===== src/hw/rtl/nsdq_ram.sv =====
// ----------------------------------------------------------------------------
// nsdq_ram
// Generic simple dual-port RAM, one write and one registered read port.
// ----------------------------------------------------------------------------
module nsdq_ram #(
   parameter int WIDTH = 8,
   parameter int DEPTH = 16
) (
   input  logic                     clock,
   input  logic                     wr_en,
   input  logic [$clog2(DEPTH)-1:0] wr_addr,
   input  logic [WIDTH-1:0]         wr_data,
   input  logic                     rd_en,
   input  logic [$clog2(DEPTH)-1:0] rd_addr,
   output logic [WIDTH-1:0]         rd_data
);

   logic [WIDTH-1:0] mem_ff [DEPTH];

   always_ff @(posedge clock) begin
      if (wr_en) begin
         mem_ff[wr_addr] <= wr_data;
      end
      if (rd_en) begin
         rd_data <= mem_ff[rd_addr];
      end
   end

endmodule


===== config.mk =====
export PLATFORM = sky130hd
export DESIGN_NAME = nsdq_ram
export DESIGN_NICKNAME = d
export VERILOG_FILES = /design/src/hw/rtl/nsdq_ram.sv
export SDC_FILE = /design/constraint.sdc
export NUM_CORES = 1
export LEC_CHECK = 0
export ABC_AREA = 1
export BUFFER_PORTS_ARGS = -buffer_cell sky130_fd_sc_hd__buf_2
export CORE_ASPECT_RATIO = 1.1
export CORE_MARGIN = 8
export CORE_UTILIZATION = 63
export DETAILED_ROUTE_END_ITERATION = 8
export HOLD_SLACK_MARGIN = 0.02
export MAX_ROUTING_LAYER = met4
export PLACE_DENSITY = 0.86
export SLEW_MARGIN = 20
export SYNTH_ARGS = -nofsm -noshare
export SYNTH_HDL_FRONTEND = slang
export SYNTH_SLANG_ARGS = --single-unit

===== constraint.sdc =====
create_clock -name clock -period 1.7 [get_ports clock]
set_input_delay 0.085 -clock clock [delete_from_list [all_inputs] [get_ports clock]]
set_output_delay 0.085 -clock clock [all_outputs]
set_load 0.03 [all_outputs]

### Word level (Yosys, flattened, before mapping)

Memories as Yosys holds them, arrays and structs flattened. A register that Yosys moved wholly into a read port is not among the register bits.
Cells that the tools add are included.

| word-level totals | value |
|---|---|
| register bits after elaboration | 0 |
| RAM bits | 128 |
| input port bits | 19 |
| logic and storage cells | 3 |
| memories | 1 |

Memory list:

| memory | words | width | rd ports | clocked after Yosys merged registers in | wr ports | line | source |
|---|---|---|---|---|---|---|---|
| mem_ff | 16 | 8 | 1 | 1 | 1 | 18 | `logic [WIDTH-1:0] mem_ff [DEPTH];` |

| operators by class | value |
|---|---|
| muxes and demuxes | 2 |

Operators with widths:

| kind | count |
|---|---|
| $mux 1 | 2 |

### Logic depth before layout (Yosys ltp)

| depth | value |
|---|---|
| depth in word-level cells | 2 |
| mapped depth | 8 |
| gate-level depth less buffers | 7 |

### Worst setup path after synthesis

No wires, ideal clock.

| path | value |
|---|---|
| path type | in2reg |
| start point | input port wr_addr[2] |
| end point | memory mem_ff[10][0] (enable) |
| setup time | 370 ps |
| arrival time | 666 ps |
| path slack | 664 ps |
| stages on the path | 2 |
| path buffers | 0 |
| cells stage by stage | nand3b_1 nor2_1 |

RTL lines:

| item | line | source |
|---|---|---|
| start, declared | 11 | `input logic [$clog2(DEPTH)-1:0] wr_addr,` |
| end, declared | 18 |  |

No word-level cell before the write port.

### Worst setup path in the final report

| path | value |
|---|---|
| start point | register rd_data[5] (read register of mem_ff) |
| end point | output port rd_data[5] |

RTL lines:

| item | line | source |
|---|---|---|
| start, declared | 15 | `output logic [WIDTH-1:0] rd_data` |

No word-level cell between the ends.

==> impl_results.md <==
* Worst Max-Slew Pin Slew at 0.6107 ns
* # IOs at 27
* Min Hold Slack at 0.1898 ns
* Power, Total at 0.008161 W
* Cell variety after synth at 11
* Synth Area in Simple Gates at 0.2076
* DR iter-0 viols at slightly above 500
* Die W at roughly 110 microns
* FMAX at 812.4 MHz
* Post-synth EDFFs at 136
* NumNets Final at a little over 600
* Setup CP Type: reg2out
* Buf/Inv on CP at 1
* Gate count of the mapped netlist at 551
* TritonCTS buffer count at 17
* CP peak stage delay at 0.41 ns
* Largest family of logic cells by synthesized area: simple AND/OR/NAND/NOR gates
* Final HPWL DP at 7993 microns
* Ant. Diodes at 0
* GRT overflow at 0
* Largest net degree at the start of global routing at between 60 and 70
* Final Setup Violations at 0
* Top cells by area, synth: edfxtp_1, nand2_1, nand3_1, inv_1, buf_6
* CTS tree: done
* Initial antenna violation count at 0
* Detailed Routing Iterations Pass 1 at 5
* Vias at 4118
* Slew headroom at 0.5923
* Ys Warns at 0
* Largest area contributor in the netlist: edfxtp_1
* Share of cells above drive strength 1 at 0.1266
* DR WL/cell at 18.70 microns
* Worst path required time at roughly 1.6 ns
* CP Launch Type: flop
* Die Y-Extent at about 120 microns
* DRC viols at 0
* Fin Setup TNS at 0 ns
* Post-synth top area share at 0.6985
* Final Non-Filler Cells at 733
* Routability cong. at 0.8665
* Worst-path clk slew at 0.06 ns
* Wl on met1 at 5121 microns
* FP Rows at 37
* CTS max path bufs at 2
* Dpl cells at between 600 and 700
* Synth Flop Type: edfxtp_1
* H-tree Lvls at 4
* Final period util at 0.7240
* Worst Path Arrival at around 1.2 ns
* Async set or reset register ratio after synthesis at 0
* Pins Over Slew Limit at 0
* Routed length on met3 at 1136 microns
* Status: finished, final reports clean
* Syn avg cell area at between 10 and 15 sq um
* Critical path, cell by cell: buf_2
* Crit-path slowest cell: edfxtp_1
* Layout overhead on the synthesized area at 17.57%
* Maximum VDD drop at approximately 0.87 mV
* Fin. Hold Viols at 0
* Synth Area in Adders at 0
* Area of the die at 0.01262 sq mm
* Post-synthesis xor/xnor area fraction at 0
* Final core occ at 0.7462
* Max cap viols at 0
* Max FO, Critical Path at 1
* Post-Synthesis Cell Area at 0.005847 sq mm
* Total Routing Usage GR at 0.2420
* Area occupied by registers at between 0.004 and 0.005 sq mm
* Post-CTS Setup Bufs at 0
* Uppermost layer routed: met4
* Vias in the first global route at 4176
* Skew-Pair Late Insertion Delay at 0.53 ns
* Multi-input logic area at between 0.001 and 0.0015 sq mm
* Top-count cell post-synth: nand2_1
* Family with the most delay on the worst path: flip-flops
* Initial Utilization at 0.6347
* Pwr dens at 1187 mW/mm^2
* RSZ-0062 raised after global routing: false
* ANT nets after route at 0
* Crit path time final at 1.231 ns
* Port bufs at 26
* Filler cell count at 529
* R2R Path Start: mem_ff[2][7]$_DFFE_PP_
* Crit. Startpoint: rd_data[5]$_DFFE_PP_
* Pleak at 2.992 nW
* Global-route wire length before repair at 21700 microns
* Mapped Nets at 570
* Clock tree sinks at between 100 and 150
* Seq/Total Area, Yosys at 0.6985
* Hold Startpoint: rd_addr[2]
* CTS Root Cell: clkbuf_8
* Worst Hold Class: in2reg
* Flops & latches, synth at roughly 140
* CORE AREA at 0.009213 sq mm
* Wire length on met2 at 6983 microns
* Clock skew at approximately 0.0067 ns
* Mux contribution to synthesized area at 0
* Drt total wl at 13710 microns
* Synth Area in Compound Gates at 0
* CP Capture Type: primary output
* Most frequent cells after synthesis: nand2_1, edfxtp_1, inv_1
* Vias per cell at 5.618
-- cell usage in the layout, fill, tap and decap left out --
cell type / synthesis / final
nand2_1: 173 / 173
inv_6: 0 / 1
clkbuf_16: 0 / 16
bufinv_16: 0 / 5
inv_2: 2 / 2
clkinv_1: 0 / 2
clkinv_2: 0 / 3
clkbuf_1: 0 / 1
dlygate4sd3_1: 0 / 10
nand3b_1: 2 / 2
buf_4: 4 / 18
clkbuf_8: 0 / 1
edfxtp_1: 136 / 136
clkinvlp_4: 0 / 3
inv_1: 100 / 100
nand3_1: 97 / 97
nor2_1: 17 / 17
buf_2: 13 / 26
buf_12: 0 / 3
-- registers in the layout, indices dropped and copies added (netlist names) --
register and count:
mem_ff 128, rd_data 8
-- through the flow --
stage	area [sq um]	setup slack, ns
5_1_grt	6874	0.4419
2_1_floorplan	5847	0.6642
4_1_cts	6874	0.4654
3_5_place_dp	6152	0.3150
3_3_place_gp	6152	0.3330
6_report	6874	0.4691
-- timing repair --
action / 4_1_cts / 5_1_grt
resized for setup: 0 / 0
hold buffers: 10 / 0
endpoints found under the hold margin: 140 / 0
-- final timing paths --
kind | endpoint | slack, ns | cells after the start
max | rd_data[5] | 0.47 | 1
min | rd_data[1]$_DFFE_PP_ | 0.19 | 5
max reg2reg | rd_data[7]$_DFFE_PP_ | 0.50 | 6
min reg2reg | rd_data[1]$_DFFE_PP_ | 0.76 | 6
-- logic make-up after synthesis --
kind of cell | after synthesis
and+or+nand+nor | 289
DFF | 136
buffers and inverters | 126
-- routing by layer --
| layer | GRT usage | up-vias |
|---|---|---|
| li1 | - | 1890 |
| met1 | 0.2727 | 1967 |
| met2 | 0.4035 | 221 |
| met3 | 0.05038 | 40 |
| met4 | 0.1222 | 0 |
| met5 | - | - |
-- final cells by class --
cell class	count	share of cell area
inverter	102	0.05570
multi-input combinational	289	0.1766
sequential	136	0.5941
clock buffer	18	0.06079
timing repair buffer	57	0.06189
tap	117	0.02130
clock inverter	14	0.02967
-- power by group --
part	switching [W]	total, W	internal (W)
Sequential	0.0000223	0.00380	0.00378
Clock	0.00133	0.00385	0.00251
Combinational	0.000362	0.000514	0.000152
Total	0.00172	0.00816	0.00644
Note: power is estimated with default switching activity, not from simulation.
